### src/design/ntc_voltage_to_temperature_core_assert.svh
// ----------------------------------------------------------------------------
// NTC converter assertion macros
// Concurrent assertion shorthands clocked on i_clk, disabled in reset.
// ----------------------------------------------------------------------------
`ifndef NTC_VOLTAGE_TO_TEMPERATURE_CORE_ASSERT_SVH
`define NTC_VOLTAGE_TO_TEMPERATURE_CORE_ASSERT_SVH

// same-cycle implication
`define NTC_ASSERT_IMPL(lbl, ante, cons, msg) \
    lbl: assert property (@(posedge i_clk) disable iff (!i_rst_n) (ante) |-> (cons)) \
        else $error(msg);

// next-cycle implication
`define NTC_ASSERT_NEXT(lbl, ante, cons, msg) \
    lbl: assert property (@(posedge i_clk) disable iff (!i_rst_n) (ante) |=> (cons)) \
        else $error(msg);

`endif

### src/design/ntcv2t_pkg.sv
// ----------------------------------------------------------------------------
// NTC converter package
// Widths, constants, band tables and shared types.
// ----------------------------------------------------------------------------
package ntcv2t_pkg;

    localparam int unsigned V_W     = 16;
    localparam int unsigned CODE_W  = 15;
    localparam int unsigned NUM_W   = 34;
    localparam int unsigned DEN_W   = 13;
    localparam int unsigned R_W     = 34;
    localparam int unsigned DIVN_W  = 52;
    localparam int unsigned LOG_W   = 40;
    localparam int unsigned MAG_W   = 34;
    localparam int unsigned TP_W    = 51;
    localparam int unsigned TM_W    = 48;
    localparam int unsigned OFS_W   = 49;
    localparam int unsigned Q_DEPTH = 2;

    localparam logic [V_W-1:0]    FULL_MV  = 16'd5000;
    localparam logic [13:0]       R_BASE   = 14'd10000;
    localparam logic [R_W-1:0]    R_COLD   = 34'(193278) << 8;
    localparam logic [CODE_W-1:0] CODE_MAX = 15'd20000;
    localparam logic [27:0]       LN2_Q28  = 28'd186065279;
    localparam logic [16:0]       T_SCALE  = 17'd100000;
    localparam logic [OFS_W-1:0]  OFS_Q28  = 49'(4000) << 28;

    typedef enum logic [1:0] {
        K_NORMAL,
        K_ZERO,
        K_FULL
    } t_kind;

    typedef struct packed {
        t_kind            kind;
        logic [NUM_W-1:0] num;
        logic [DEN_W-1:0] den;
    } t_item;

    typedef struct packed {
        logic full;
        logic empty;
    } t_q_status;

    typedef struct packed {
        logic              start;
        logic [DIVN_W-1:0] dividend;
        logic [DEN_W-1:0]  divisor;
    } t_div_req;

    typedef struct packed {
        logic              busy;
        logic              done;
        logic [DIVN_W-1:0] quotient;
    } t_div_rsp;

    // elaboration-time log2 in Q32
    function automatic longint log2_q32(input longint unsigned x);
        int              p;
        longint unsigned m;
        longint unsigned frac;
        p    = 63;
        frac = 0;
        while (p > 0 && ((x >> p) & 64'd1) == 64'd0)
            p--;
        if (p >= 31)
            m = x >> (p - 31);
        else
            m = x << (31 - p);
        for (int i = 31; i >= 0; i--) begin
            m = (m * m) >> 31;
            if (m >= 64'h1_0000_0000) begin
                m    = m >> 1;
                frac = frac | (64'd1 << i);
            end
        end
        return longint'(p) * 64'sh1_0000_0000 + longint'(frac);
    endfunction

    localparam logic [LOG_W-1:0] LA0 = LOG_W'(log2_q32(64'(25157) << 8));
    localparam logic [LOG_W-1:0] LA1 = LOG_W'(log2_q32(64'(27509) << 8));
    localparam logic [LOG_W-1:0] LA2 = LOG_W'(log2_q32(64'(26583) << 8));
    localparam logic [LOG_W-1:0] LA3 = LOG_W'(log2_q32(64'(23608) << 8));
    localparam logic [LOG_W-1:0] LA4 = LOG_W'(log2_q32(64'(20598) << 8));
    localparam logic [LOG_W-1:0] LA5 = LOG_W'(log2_q32(64'(15818) << 8));
    localparam logic [LOG_W-1:0] LA6 = LOG_W'(log2_q32(64'(13137) << 8));

    function automatic logic [R_W-1:0] band_low(input logic [2:0] b);
        case (b)
            3'd0:    return 34'(53752) << 8;
            3'd1:    return 34'(21196) << 8;
            3'd2:    return 34'(8305) << 8;
            3'd3:    return 34'(4902) << 8;
            3'd4:    return 34'(2512) << 8;
            3'd5:    return 34'(1534) << 8;
            default: return '0;
        endcase
    endfunction

    function automatic logic [LOG_W-1:0] band_la(input logic [2:0] b);
        case (b)
            3'd0:    return LA0;
            3'd1:    return LA1;
            3'd2:    return LA2;
            3'd3:    return LA3;
            3'd4:    return LA4;
            3'd5:    return LA5;
            default: return LA6;
        endcase
    endfunction

    function automatic logic [DEN_W-1:0] band_k(input logic [2:0] b);
        case (b)
            3'd0:    return 13'd50;
            3'd1:    return 13'd44;
            3'd2:    return 13'd39;
            3'd3:    return 13'd35;
            3'd4:    return 13'd32;
            3'd5:    return 13'd28;
            default: return 13'd26;
        endcase
    endfunction

    function automatic logic [2:0] band_of(input logic [R_W-1:0] r);
        logic [2:0] b;
        b = 3'd6;
        for (int i = 5; i >= 0; i--) begin
            if (r >= band_low(3'(i)))
                b = 3'(i);
        end
        return b;
    endfunction

endpackage

### src/design/ntcv2t_if.sv
// ----------------------------------------------------------------------------
// NTC converter channels
// Valid/ready channels for voltage items and temperature code items.
// ----------------------------------------------------------------------------
interface ntcv2t_in_if import ntcv2t_pkg::*; ();
    logic           valid;
    logic           ready;
    logic [V_W-1:0] voltage_mv;
    modport source (output valid, output voltage_mv, input ready);
    modport sink (input valid, input voltage_mv, output ready);
endinterface

interface ntcv2t_out_if import ntcv2t_pkg::*; ();
    logic              valid;
    logic              ready;
    logic [CODE_W-1:0] temp_code;
    modport source (output valid, output temp_code, input ready);
    modport sink (input valid, input temp_code, output ready);
endinterface

### src/design/ntcv2t_front.sv
// ----------------------------------------------------------------------------
// NTC converter front end
// Classifies each item (zero, full scale, normal), forms the divider numerator/denominator.
// ----------------------------------------------------------------------------
module ntcv2t_front import ntcv2t_pkg::*; (
    ntcv2t_in_if.sink i_in,
    input  logic      i_q_ready,
    output logic      o_push,
    output t_item     o_item
);

    logic [12:0] v13;
    logic [26:0] prod;

    assign v13  = i_in.voltage_mv[12:0];
    assign prod = 27'(R_BASE) * 27'(v13);

    always_comb begin
        o_item.num  = {prod[25:0], 8'd0};
        o_item.den  = 13'(FULL_MV) - v13;
        if (i_in.voltage_mv == '0)
            o_item.kind = K_ZERO;
        else if (i_in.voltage_mv >= FULL_MV)
            o_item.kind = K_FULL;
        else
            o_item.kind = K_NORMAL;
    end

    assign i_in.ready = i_q_ready;
    assign o_push     = i_in.valid && i_q_ready;

endmodule

### src/design/ntcv2t_fifo.sv
// ----------------------------------------------------------------------------
// NTC converter item queue
// Short register queue between front and back end.
// ----------------------------------------------------------------------------
module ntcv2t_fifo import ntcv2t_pkg::*; #(
    parameter int unsigned DEPTH = Q_DEPTH
) (
    input  logic      i_clk,
    input  logic      i_rst_n,
    input  logic      i_push,
    input  t_item     i_item,
    output logic      o_ready,
    input  logic      i_pop,
    output logic      o_valid,
    output t_item     o_item,
    output t_q_status o_status
);

    localparam int unsigned PTR_W = $clog2(DEPTH);
    localparam int unsigned CNT_W = $clog2(DEPTH + 1);

    t_item            r_mem [DEPTH];
    logic [PTR_W-1:0] r_wr;
    logic [PTR_W-1:0] r_rd;
    logic [CNT_W-1:0] r_cnt;
    logic             do_push;
    logic             do_pop;

    assign o_status.full  = (r_cnt == CNT_W'(DEPTH));
    assign o_status.empty = (r_cnt == '0);
    assign o_ready        = !o_status.full;
    assign o_valid        = !o_status.empty;
    assign o_item         = r_mem[r_rd];
    assign do_push        = i_push && o_ready;
    assign do_pop         = i_pop && o_valid;

    always_ff @(posedge i_clk) begin
        if (do_push)
            r_mem[r_wr] <= i_item;
        if (!i_rst_n) begin
            r_wr  <= '0;
            r_rd  <= '0;
            r_cnt <= '0;
        end else begin
            if (do_push)
                r_wr <= (r_wr == PTR_W'(DEPTH - 1)) ? '0 : r_wr + 1'b1;
            if (do_pop)
                r_rd <= (r_rd == PTR_W'(DEPTH - 1)) ? '0 : r_rd + 1'b1;
            if (do_push && !do_pop)
                r_cnt <= r_cnt + 1'b1;
            else if (do_pop && !do_push)
                r_cnt <= r_cnt - 1'b1;
        end
    end

endmodule

### src/design/ntcv2t_div.sv
// ----------------------------------------------------------------------------
// NTC converter divider
// Shared restoring divider, one quotient bit per cycle.
// ----------------------------------------------------------------------------
module ntcv2t_div import ntcv2t_pkg::*; (
    input  logic     i_clk,
    input  logic     i_rst_n,
    input  t_div_req i_req,
    output t_div_rsp o_rsp
);

    localparam int unsigned CNT_W = $clog2(DIVN_W + 1);

    logic [DIVN_W-1:0] r_quo;
    logic [DEN_W:0]    r_rem;
    logic [DEN_W-1:0]  r_den;
    logic [CNT_W-1:0]  r_cnt;
    logic              r_busy;
    logic              r_done;
    logic [DEN_W:0]    rem_sh;
    logic              q_bit;

    assign rem_sh = {r_rem[DEN_W-1:0], r_quo[DIVN_W-1]};
    assign q_bit  = (rem_sh >= {1'b0, r_den});

    assign o_rsp.busy     = r_busy;
    assign o_rsp.done     = r_done;
    assign o_rsp.quotient = r_quo;

    always_ff @(posedge i_clk) begin
        if (!i_rst_n) begin
            r_busy <= 1'b0;
            r_done <= 1'b0;
            r_cnt  <= '0;
        end else begin
            r_done <= 1'b0;
            if (r_busy) begin
                r_quo <= {r_quo[DIVN_W-2:0], q_bit};
                r_rem <= q_bit ? rem_sh - {1'b0, r_den} : rem_sh;
                r_cnt <= r_cnt - 1'b1;
                if (r_cnt == CNT_W'(1)) begin
                    r_busy <= 1'b0;
                    r_done <= 1'b1;
                end
            end else if (i_req.start) begin
                r_quo  <= i_req.dividend;
                r_rem  <= '0;
                r_den  <= i_req.divisor;
                r_cnt  <= CNT_W'(DIVN_W);
                r_busy <= 1'b1;
            end
        end
    end

endmodule

### src/design/ntcv2t_back.sv
// ----------------------------------------------------------------------------
// NTC converter back end
// Sequencer: resistance divide, log2 by squaring, scaling, clamp, output.
// ----------------------------------------------------------------------------
module ntcv2t_back import ntcv2t_pkg::*; (
    input  logic              i_clk,
    input  logic              i_rst_n,
    input  logic              i_q_valid,
    input  t_item             i_q_item,
    output logic              o_q_pop,
    output t_div_req          o_div_req,
    input  t_div_rsp          i_div_rsp,
    output logic              o_valid,
    output logic [CODE_W-1:0] o_code,
    input  logic              i_ready
);

    typedef enum logic [3:0] {
        S_IDLE, S_RDIV, S_NORM, S_SQ, S_DIFF, S_LN,
        S_TMUL, S_KSTART, S_KDIV, S_FIN, S_OUT
    } t_state;

    t_state            r_state, n_state;
    logic [R_W-1:0]    r_r, n_r;
    logic [2:0]        r_band, n_band;
    logic [5:0]        r_p, n_p;
    logic [31:0]       r_m, n_m;
    logic [31:0]       r_frac, n_frac;
    logic [4:0]        r_i, n_i;
    logic              r_neg, n_neg;
    logic [MAG_W-1:0]  r_mag, n_mag;
    logic [MAG_W-1:0]  r_ln, n_ln;
    logic [TP_W-1:0]   r_tp, n_tp;
    logic [TM_W-1:0]   r_tmag, n_tmag;
    logic [CODE_W-1:0] r_code, n_code;
    logic              r_ovalid, n_ovalid;
    logic [CODE_W-1:0] r_ocode, n_ocode;

    logic [63:0]       sq;
    logic [LOG_W-1:0]  diff;
    logic [LOG_W-1:0]  absd;
    logic [63:0]       prod;
    logic [29:0]       p_hi;
    logic [OFS_W-1:0]  sum;
    logic [OFS_W-1:0]  dif;
    logic [R_W-1:0]    rq;

    assign sq   = 64'(r_m) * 64'(r_m);
    assign diff = {2'b00, r_p, r_frac} - band_la(r_band);
    assign absd = diff[LOG_W-1] ? (~diff + 1'b1) : diff;
    assign p_hi = 30'(r_mag[33:32]) * 30'(LN2_Q28);
    assign prod = (64'(r_mag[31:0]) * 64'(LN2_Q28)) + {2'b00, p_hi, 32'd0};
    assign sum  = OFS_Q28 + {1'b0, r_tmag};
    assign dif  = OFS_Q28 - {1'b0, r_tmag};
    assign rq   = i_div_rsp.quotient[R_W-1:0];

    assign o_q_pop = (r_state == S_IDLE) && i_q_valid;
    assign o_valid = r_ovalid;
    assign o_code  = r_ocode;

    always_comb begin
        o_div_req.start    = 1'b0;
        o_div_req.dividend = {{(DIVN_W-NUM_W){1'b0}}, i_q_item.num};
        o_div_req.divisor  = i_q_item.den;
        if (r_state == S_IDLE && i_q_valid && i_q_item.kind == K_NORMAL)
            o_div_req.start = 1'b1;
        if (r_state == S_KSTART) begin
            o_div_req.start    = 1'b1;
            o_div_req.dividend = {1'b0, r_tp};
            o_div_req.divisor  = band_k(r_band);
        end
    end

    always_comb begin
        n_state  = r_state;
        n_r      = r_r;
        n_band   = r_band;
        n_p      = r_p;
        n_m      = r_m;
        n_frac   = r_frac;
        n_i      = r_i;
        n_neg    = r_neg;
        n_mag    = r_mag;
        n_ln     = r_ln;
        n_tp     = r_tp;
        n_tmag   = r_tmag;
        n_code   = r_code;
        n_ovalid = r_ovalid && !i_ready;
        n_ocode  = r_ocode;
        case (r_state)
            S_IDLE: begin
                if (i_q_valid) begin
                    case (i_q_item.kind)
                        K_ZERO: begin
                            n_code  = CODE_MAX;
                            n_state = S_OUT;
                        end
                        K_FULL: begin
                            n_code  = '0;
                            n_state = S_OUT;
                        end
                        default: n_state = S_RDIV;
                    endcase
                end
            end
            S_RDIV: begin
                if (i_div_rsp.done) begin
                    if (rq >= R_COLD) begin
                        n_code  = '0;
                        n_state = S_OUT;
                    end else begin
                        n_r     = rq;
                        n_band  = band_of(rq);
                        n_p     = 6'd33;
                        n_state = S_NORM;
                    end
                end
            end
            S_NORM: begin
                if (r_r[R_W-1]) begin
                    n_m     = r_r[R_W-1:2];
                    n_frac  = '0;
                    n_i     = 5'd31;
                    n_state = S_SQ;
                end else begin
                    n_r = {r_r[R_W-2:0], 1'b0};
                    n_p = r_p - 1'b1;
                end
            end
            S_SQ: begin
                if (sq[63]) begin
                    n_m         = sq[63:32];
                    n_frac[r_i] = 1'b1;
                end else begin
                    n_m = sq[62:31];
                end
                if (r_i == '0)
                    n_state = S_DIFF;
                else
                    n_i = r_i - 1'b1;
            end
            S_DIFF: begin
                n_neg   = diff[LOG_W-1];
                n_mag   = absd[37:4];
                n_state = S_LN;
            end
            S_LN: begin
                n_ln    = prod[61:28];
                n_state = S_TMUL;
            end
            S_TMUL: begin
                n_tp    = TP_W'(r_ln) * TP_W'(T_SCALE);
                n_state = S_KSTART;
            end
            S_KSTART: n_state = S_KDIV;
            S_KDIV: begin
                if (i_div_rsp.done) begin
                    n_tmag  = i_div_rsp.quotient[TM_W-1:0];
                    n_state = S_FIN;
                end
            end
            S_FIN: begin
                if (r_neg) begin
                    if (sum[OFS_W-1:28] >= 21'(CODE_MAX))
                        n_code = CODE_MAX;
                    else
                        n_code = sum[42:28];
                end else if ({1'b0, r_tmag} >= OFS_Q28) begin
                    n_code = '0;
                end else begin
                    n_code = dif[42:28];
                end
                n_state = S_OUT;
            end
            S_OUT: begin
                if (!r_ovalid || i_ready) begin
                    n_ovalid = 1'b1;
                    n_ocode  = r_code;
                    n_state  = S_IDLE;
                end
            end
            default: n_state = S_IDLE;
        endcase
    end

    always_ff @(posedge i_clk) begin
        r_r     <= n_r;
        r_band  <= n_band;
        r_p     <= n_p;
        r_m     <= n_m;
        r_frac  <= n_frac;
        r_i     <= n_i;
        r_neg   <= n_neg;
        r_mag   <= n_mag;
        r_ln    <= n_ln;
        r_tp    <= n_tp;
        r_tmag  <= n_tmag;
        r_code  <= n_code;
        r_ocode <= n_ocode;
        if (!i_rst_n) begin
            r_state  <= S_IDLE;
            r_ovalid <= 1'b0;
        end else begin
            r_state  <= n_state;
            r_ovalid <= n_ovalid;
        end
    end

endmodule

### src/design/ntc_voltage_to_temperature_core.sv
// ----------------------------------------------------------------------------
// NTC voltage to temperature core
// Divider voltage in mV to temperature code (0.01 degC + 40 degC offset).
// ----------------------------------------------------------------------------
// The back end converts one item at a time, through two 52-step divider passes,
//   normalisation and the 32-step log2 loop; a resistance past the cold limit
//   ends after the first divider pass, and zero or full scale skip the divider.
// The queue takes new items while the back end works or a result waits.
// Reset: synchronous active-low i_rst_n empties queue, sequencer and output.
`include "ntc_voltage_to_temperature_core_assert.svh"

module ntc_voltage_to_temperature_core import ntcv2t_pkg::*; #(
    parameter int unsigned QUEUE_DEPTH = Q_DEPTH
) (
    input  logic          i_clk,
    input  logic          i_rst_n,
    ntcv2t_in_if.sink     i_in,
    ntcv2t_out_if.source  o_out
);

    logic      q_ready;
    logic      q_push;
    t_item     f_item;
    logic      q_pop;
    logic      q_valid;
    t_item     q_item;
    t_q_status q_status;
    t_div_req  div_req;
    t_div_rsp  div_rsp;

    ntcv2t_front u_front (
        .i_in      (i_in),
        .i_q_ready (q_ready),
        .o_push    (q_push),
        .o_item    (f_item)
    );

    ntcv2t_fifo #(
        .DEPTH (QUEUE_DEPTH)
    ) u_fifo (
        .i_clk    (i_clk),
        .i_rst_n  (i_rst_n),
        .i_push   (q_push),
        .i_item   (f_item),
        .o_ready  (q_ready),
        .i_pop    (q_pop),
        .o_valid  (q_valid),
        .o_item   (q_item),
        .o_status (q_status)
    );

    ntcv2t_div u_div (
        .i_clk   (i_clk),
        .i_rst_n (i_rst_n),
        .i_req   (div_req),
        .o_rsp   (div_rsp)
    );

    ntcv2t_back u_back (
        .i_clk     (i_clk),
        .i_rst_n   (i_rst_n),
        .i_q_valid (q_valid),
        .i_q_item  (q_item),
        .o_q_pop   (q_pop),
        .o_div_req (div_req),
        .i_div_rsp (div_rsp),
        .o_valid   (o_out.valid),
        .o_code    (o_out.temp_code),
        .i_ready   (o_out.ready)
    );

    `NTC_ASSERT_IMPL(a_code_range, o_out.valid, o_out.temp_code <= CODE_MAX, "code out of range")
    `NTC_ASSERT_IMPL(a_full_stall, q_status.full, !i_in.ready, "ready while queue full")
    `NTC_ASSERT_NEXT(a_div_pulse, div_rsp.done, !div_rsp.done && !div_rsp.busy, "divider done")

endmodule
### src/flat_wrapper.sv
// flat-port wrapper written by rule: the top's interface ports become plain ports
module ntc_voltage_to_temperature_core_flat import ntcv2t_pkg::*;
#(
    parameter int unsigned QUEUE_DEPTH = Q_DEPTH
)
  (i_clk, i_rst_n, i_in_valid, i_in_voltage_mv, i_in_ready, o_out_valid, o_out_temp_code, o_out_ready);
  ntcv2t_in_if i_in_i ();
  ntcv2t_out_if o_out_i ();
  input  logic i_clk;
  input  logic i_rst_n;
  input wire logic [$bits(i_in_i.valid)-1:0] i_in_valid;
  input wire logic [$bits(i_in_i.voltage_mv)-1:0] i_in_voltage_mv;
  output wire logic [$bits(i_in_i.ready)-1:0] i_in_ready;
  output wire logic [$bits(o_out_i.valid)-1:0] o_out_valid;
  output wire logic [$bits(o_out_i.temp_code)-1:0] o_out_temp_code;
  input wire logic [$bits(o_out_i.ready)-1:0] o_out_ready;
  assign i_in_i.valid = i_in_valid;
  assign i_in_i.voltage_mv = i_in_voltage_mv;
  assign i_in_ready = i_in_i.ready;
  assign o_out_valid = o_out_i.valid;
  assign o_out_temp_code = o_out_i.temp_code;
  assign o_out_i.ready = o_out_ready;
  ntc_voltage_to_temperature_core #(.QUEUE_DEPTH(QUEUE_DEPTH)) u_core (.i_clk(i_clk), .i_rst_n(i_rst_n), .i_in(i_in_i), .o_out(o_out_i));
endmodule
### config.mk
export PLATFORM = sky130hd
export DESIGN_NAME = ntc_voltage_to_temperature_core_flat
export DESIGN_NICKNAME = d
export VERILOG_FILES = /design/src/design/ntcv2t_pkg.sv /design/src/design/ntcv2t_if.sv /design/src/design/ntcv2t_front.sv /design/src/design/ntcv2t_fifo.sv /design/src/design/ntcv2t_div.sv /design/src/design/ntcv2t_back.sv /design/src/design/ntc_voltage_to_temperature_core.sv /design/src/flat_wrapper.sv
export VERILOG_INCLUDE_DIRS = /design/src /design/src/design
export SDC_FILE = /design/constraint.sdc
export NUM_CORES = 2
export LEC_CHECK = 0
export BUFFER_PORTS_ARGS = -buffer_cell sky130_fd_sc_hd__buf_2
export CAP_MARGIN = 10
export CORE_MARGIN = 2
export CORE_UTILIZATION = 60
export CTS_CLUSTER_SIZE = 25
export DETAILED_ROUTE_END_ITERATION = 10
export GPL_TIMING_DRIVEN = 1
export PLACE_DENSITY_LB_ADDON = 0.05
export SKIP_CTS_REPAIR_TIMING = 1
export SLEW_MARGIN = 5
export SYNTH_ARGS = -nofsm -noshare
export SYNTH_HDL_FRONTEND = slang
export SYNTH_SLANG_ARGS = --single-unit
### constraint.sdc
create_clock -name i_clk -period 20.5 [get_ports i_clk]
set_clock_uncertainty 0.1 [all_clocks]
set_input_delay 4.1 -clock i_clk [delete_from_list [all_inputs] [get_ports i_clk]]
set_output_delay 4.1 -clock i_clk [all_outputs]
set_load 0.01 [all_outputs]
## After elaboration in Yosys (flattened, before gate mapping)

Memories as Yosys holds them, arrays and structs flattened. A register that Yosys moved wholly into a read port is not among the register bits.
Index checks and enable logic that the tools add are counted.

- Memory bits (writable): 74
- ROM bits: 0
- Bits in latches: 0
- Logic and storage cells: 225
- Memories kept: 1
- Bits of input ports: 20
- Output and inout bits: 17
- Register bits: 400

- Bitwise logic cells: 4
- $add $sub $neg: 14
- Order comparisons: 13
- Mux-type cells: 87
- Reduce and logical (&&, ||, !) cells: 43
- Equality and inequality tests: 31
- $mul: 5
- Shift-type cells: 0
- Div/mod/pow operators: 0

Memory list:

| name | depth | width | read ports | clocked after memory_dff | wr ports | RTL line | text |
|---|---|---|---|---|---|---|---|
| u_core.u_fifo.r_mem | 2 | 37 | 1 | 1 | 1 | ntcv2t_fifo.sv:22 | `t_item r_mem [DEPTH];` |

Operator list:

| kind | count |
|---|---|
| $mux W34 | 21 |
| $ge A34 B34 Y1 | 6 |
| $pmux W34 S6 | 1 |
| $mux W32 | 4 |
| $pmux W32 S2 | 2 |
| $mux W52 | 2 |
| $mux W15 | 6 |
| $pmux W34 S2 | 1 |
| $mux W66 | 1 |
| $mul A32 B32 Y64 | 1 |
| $add A60 B62 Y62 | 1 |
| $mul A32 B28 Y60 const B | 1 |
| $add A40 B48 Y49 const A | 1 |
| $ge A48 B40 Y1 const B | 1 |
| $mul A34 B12 Y46 const B | 1 |
| $pmux W15 S3 | 1 |
| $pmux W4 S11 | 1 |
| $sub A40 B43 Y43 const A | 1 |
| $mux W13 | 3 |
| $sub A38 B37 Y39 | 1 |
| $add A38 B1 Y38 const B | 1 |
| $mux W38 | 1 |
| $not A38 Y38 | 1 |
| $pmux W6 S6 | 1 |
| other kinds (56) | 136 |

## Depth between registers and ports, before layout

- Depth in word-level cells: 10
- Gate-level depth with buffers: 34
- Mapped depth without buffers: 31

## Cells and area by module

Synthesis repeated with hierarchy kept, for this count alone.

- Cells, all modules: 7583
- Area, all modules: 77190.3 µm²

Modules (own cells, without submodules):

| module | cells an instance | instances | area each (µm²) | seq. area each (µm²) |
|---|---|---|---|---|
| ntcv2t_back | 6762 | 1 | 66393.7 | 9258.9 |
| ntcv2t_div | 305 | 1 | 4190.3 | 2502.4 |
| ntcv2t_fifo | 178 | 1 | 3771.1 | 3042.9 |
| ntcv2t_front | 338 | 1 | 2835.2 | 0.0 |

## Worst setup path after synthesis

Ideal clock, no wire load.

- Kind: register to register
- Start: register u_core.u_back.r_m[2]
- End: register u_core.u_back.r_frac[0], enable pin
- Slack: 10.248 ns
- Clock period less this slack: 10.252 ns
- Required time: 19.934 ns
- Data arrival time: 9.686 ns
- Cell stages (with the launch flop): 29
- Buffers on the path: 4
- Library setup time: 0.466 ns
- Path through: edfxtp_1 -> clkbuf_1 -> buf_1 -> nand2_1 -> fa_1 -> inv_1 -> fa_1 -> inv_1 -> fa_1 -> fa_1 -> inv_1 -> fa_1 -> inv_1 -> fa_1 -> inv_1 -> fa_1 -> inv_1 -> fa_1 -> inv_1 -> ha_1 -> clkbuf_1 -> nand4_1 -> a2111oi_2 -> o211ai_1 -> a22oi_1 -> a21oi_1 -> xnor2_1 -> clkbuf_1 -> o21ai_0

- Longest elaborated chain between the ends: 3

RTL lines:

| what | RTL line | text |
|---|---|---|
| from (decl) | ntcv2t_back.sv:27 | `logic [31:0] r_m, n_m;` |
| from (signal assigned) | ntcv2t_back.sv:190 | `r_m <= n_m;` |
| $mul A32 B32 Y64 | ntcv2t_back.sv:48 | `assign sq = 64'(r_m) * 64'(r_m);` |
| $ne A2 B2 Y1 (no source line) | - |  |
| $reduce_and A3 Y1 (no source line) | - |  |
| to (signal assigned) | ntcv2t_back.sv:191 | `r_frac <= n_frac;` |
| to (decl) | ntcv2t_back.sv:28 | `logic [31:0] r_frac, n_frac;` |

Every way passes these cells.
A chain may end at the register's enable or synchronous reset.

## Worst setup path in the final report

- Start: register u_core.u_back.r_m[16]
- End: register u_core.u_back.r_m[30] (data pin)

- Longest elaborated chain between the ends: 3

RTL lines:

| what | RTL line | text |
|---|---|---|
| $mul A32 B32 Y64 | ntcv2t_back.sv:48 |  |
| $mux W32 | ntcv2t_back.sv:131 | `if (sq[63]) begin` |
| $pmux W32 S2 | ntcv2t_back.sv:90 | `case (r_state)` |
| via u_core.u_back.n_m[30] | ntcv2t_back.sv:27 |  |

The timed path passes the listed nets, and every way through them passes these cells.

==> flow_summary_export.csv <==
group,metric,value,unit
logic_synthesis,syn_area,0.0761,mm2
die,num_rows,130,
clocking,ctsLongestPathBuffers,3,
final_layout,fill_cells,10600,
setup_path,r2r_start,"u_core.u_back.r_m[16]$_DFFE_PP_",
global_route,track_usage,29.2,%
detailed_routing,remaining_drc_errors,0,
global_route,grt_pass1_wl,297000,um
min_path,hp-start,"u_core.u_back.r_code[3]$_DFFE_PP_",
final_layout,multiInputGateArea,0.0540,mm2
setup_path,max_stage_delay,0.83,ns
clocking,clk_pin_slew,0.06,ns
setup_path,arrival,10.63,ns
run,maxCapViolCount,0,
logic_synthesis,yosys.area.top_type_share,34.4,%
die,die_h,360,um
final_layout,area_growth,4.79,%
logic_synthesis,avgSynthCellArea,10.0,um2
sta,setup_viol,0,
die,die_area,0.130,mm2
run_status,status,"completed",
sta,tns,0,ns
sta,setup_slack,10.10,ns
detailed_routing,viasPerCell,5.52,
detailed_routing,dr.pass1.iters,6,
clocking,cts_num_sinks,473,
global_route,grt_overflow,0,
detailed_routing,post_drt_wl_per_cell,19.6,um
logic_synthesis,netlist_instances,7607,
detailed_routing,dr_total_vias,50900,
die,die_w,360,um
die,initial_core_util,60.5,%
sta,tightest_slew,1.20,ns
sta,fin_crit_sh,50.7,%
final_layout,final_nets,9814,
logic_synthesis,yosys_warnings,0,
logic_synthesis,yosys.cell_types.count,93,
final_layout,drive_gt1_share,3.07,%
detailed_routing,drt_iter0_drc,3123,
sta,hold_viol_final,0,
clocking,htreeDepth,2,
clocking,cts_buffers,51,
logic_synthesis,ys.flop_type,"edfxtp_1",
logic_synthesis,async_flop_share,0,%
detailed_routing,ant_nets,0,
setup_path,crit_required,20.73,ns
final_layout,seq_area,0.0140,mm2
setup_path,cp-end-kind,"flip-flop",
placed_design,dp_hpwl,147000,um
global_route,grt_pass1_vias,54800,
setup_path,crit_path_start_kind,"flip-flop",
clocking,cts_root_buffer,"clkbuf_16",
sta,fmax,96.2,MHz
placed_design,place_congestion,0.928,
detailed_routing,wirelength,181000,um
clocking,clk-insertion-delay-late,0.62,ns
sta,fin_crit,10.40,ns
sta,slew_viol_final,0,
logic_synthesis,synth_top_area_cell,"fa_1",
setup_path,crit_path_max_fanout,41,
die,core-area,0.126,mm2
sta,relSlewSlack,19.9,%
setup_path,crit_top_cell,"fa_1",
logic_synthesis,synth_nets,9884,
min_path,hp-class,"reg2reg",
placed_design,dp_slack,10.34,ns
setup_path,cp-startpoint,"u_core.u_back.r_m[16]$_DFFE_PP_",
logic_synthesis,synth_edf_count,455,
global_route,grt_max_degree,92,
die,io_pins,37,
setup_path,crit_type,"reg2reg",
final_layout,antenna_cells,0,
setup_path,worst_path_max_delay_cell,"edfxtp_1",
logic_synthesis,synth_seq_cells,473,
logic_synthesis,synth_top_cells_by_area,"fa_1 (34%), edfxtp_1 (18%), ha_1 (16%), inv_1 (9.6%), nand2_1 (2.6%)",
global_route,antenna_found_initial,2,
logic_synthesis,yosysSeqAreaShare,18.4,%
placed_design,port_buffers,36,
sta,rsz0062_at_grt,"false",
clocking,tritoncts,"yes",
==> registers in the layout (all words and copies together) (netlist names), 4 cells and up, named ones only <==
name and cells:
u_core.u_back.o_code 15, u_core.u_back.r_code 15, u_core.u_back.r_frac 32, u_core.u_back.r_i 5, u_core.u_back.r_ln 34, u_core.u_back.r_m 32
u_core.u_back.r_mag 34, u_core.u_back.r_p 6, u_core.u_back.r_r 34, u_core.u_back.r_state 4, u_core.u_back.r_tmag 48, u_core.u_back.r_tp 46
u_core.u_div.r_cnt 6, u_core.u_div.r_den 13, u_core.u_div.r_quo 52, u_core.u_div.r_rem 13, u_core.u_fifo.r_mem 72
==> Yosys cell counts (all sizes together) (7+ instances only) <==
cell type,count
and3,26
a31oi,27
o31ai,17
o211a,9
xnor2,172
a21boi,8
a41o,8
inv,1952
o211ai,18
ha,950
edfxtp,455
nor2,272
o21ai,243
a211o,8
mux2i,76
nor3,64
a221oi,8
a2111oi,9
clkbuf,195
nor4,28
nand4,49
nor2b,56
a211oi,23
a31o,16
nand3,61
buf,17
or3,12
nor3b,12
nand2,529
a221o,7
dfxtp,18
nand2b,63
o21a,32
a21oi,287
o22ai,8
a21o,76
xor2,84
or2,10
o21bai,37
and2,268
fa,1307
o221ai,9
==> cell families (layout without fill, tap and decap cells) <==
family	count (synthesis)	count (layout)	synth area share [%]
muxes	77	77	1.01
AOI/OAI and AO/OA	904	904	7.50
buffers and inverters	2165	2136	10.7
DFF	473	473	18.4
adders and majority gates	2257	2257	50.0
and+or+nand+nor	1475	1475	9.42
xor gates and xnor gates	256	256	2.96
==> metal layers <==
| metal | vias up | track usage (%) | share of wire (%) |
|---|---|---|---|
| met2 | 1329 | 48.9 | 48 |
| met3 | 320 | 3.88 | 5.7 |
| met4 | 2 | 9.30 | 3.7 |
| met1 | 25500 | 39.5 | 42 |
| met5 | - | 0 | 0.0044 |
| li1 | 23700 | - | - |
==> worst max-delay path: cells and delay by family (launching register included) <==
kind	cells	cell delay, ns
AOI/OAI and AO/OA	7	2.40
xor gates and xnor gates	1	0.17
buffers and inverters	8	1.60
adders and majority gates	9	4.45
and+or+nand+nor	3	0.51
DFF	1	0.83
==> final cells by class <==
cell class	instances	share of cell area, %
well taps	1650	2.59
multi-input cells	4969	67.8
repair buffers	89	0.725
clock inverters	36	0.502
inverters	1953	9.19
flip-flops and latches	473	17.6
clock buffers	58	1.65
==> cell usage in the layout (no fill, tap or decap), types with 83 or more instances in the layout <==
cell type	netlist	routed
a21oi_1	285	285
xnor2_1	172	171
and2_1	268	268
edfxtp_1	455	455
nand2_1	529	527
inv_1	1952	1952
nor2_1	272	266
o21ai_0	239	236
ha_1	950	950
fa_1	1307	1307
xor2_1	83	83
==> stage by stage <==
step | area (um2) | std cells | hold slack, ns | util, %
2_1_floorplan | 76100 | 7607 | 0.300 | -
3_3_place_gp | 78000 | 9134 | 0.303 | 62.1
3_5_place_dp | 78000 | 9134 | 0.306 | 62.1
4_1_cts | 79800 | 9228 | 0.323 | 63.4
5_1_grt | 79800 | 9228 | 0.326 | 63.4
6_report | 79800 | 9228 | 0.318 | 63.4
==> worst paths after layout <==
kind                                       end  slack [ns]  depth (start not counted)
min reg2reg  u_core.u_back.o_code[3]$_DFFE_PP_        0.32                          0
min          u_core.u_back.o_code[3]$_DFFE_PP_        0.32                          0
max reg2reg    u_core.u_back.r_m[30]$_DFFE_PP_       10.10                         28
max            u_core.u_back.r_m[30]$_DFFE_PP_       10.10                         28
Power is left out: the tool's default activity adds up to more than one toggle a clock period on the data nets, which glitch-free logic cannot reach.
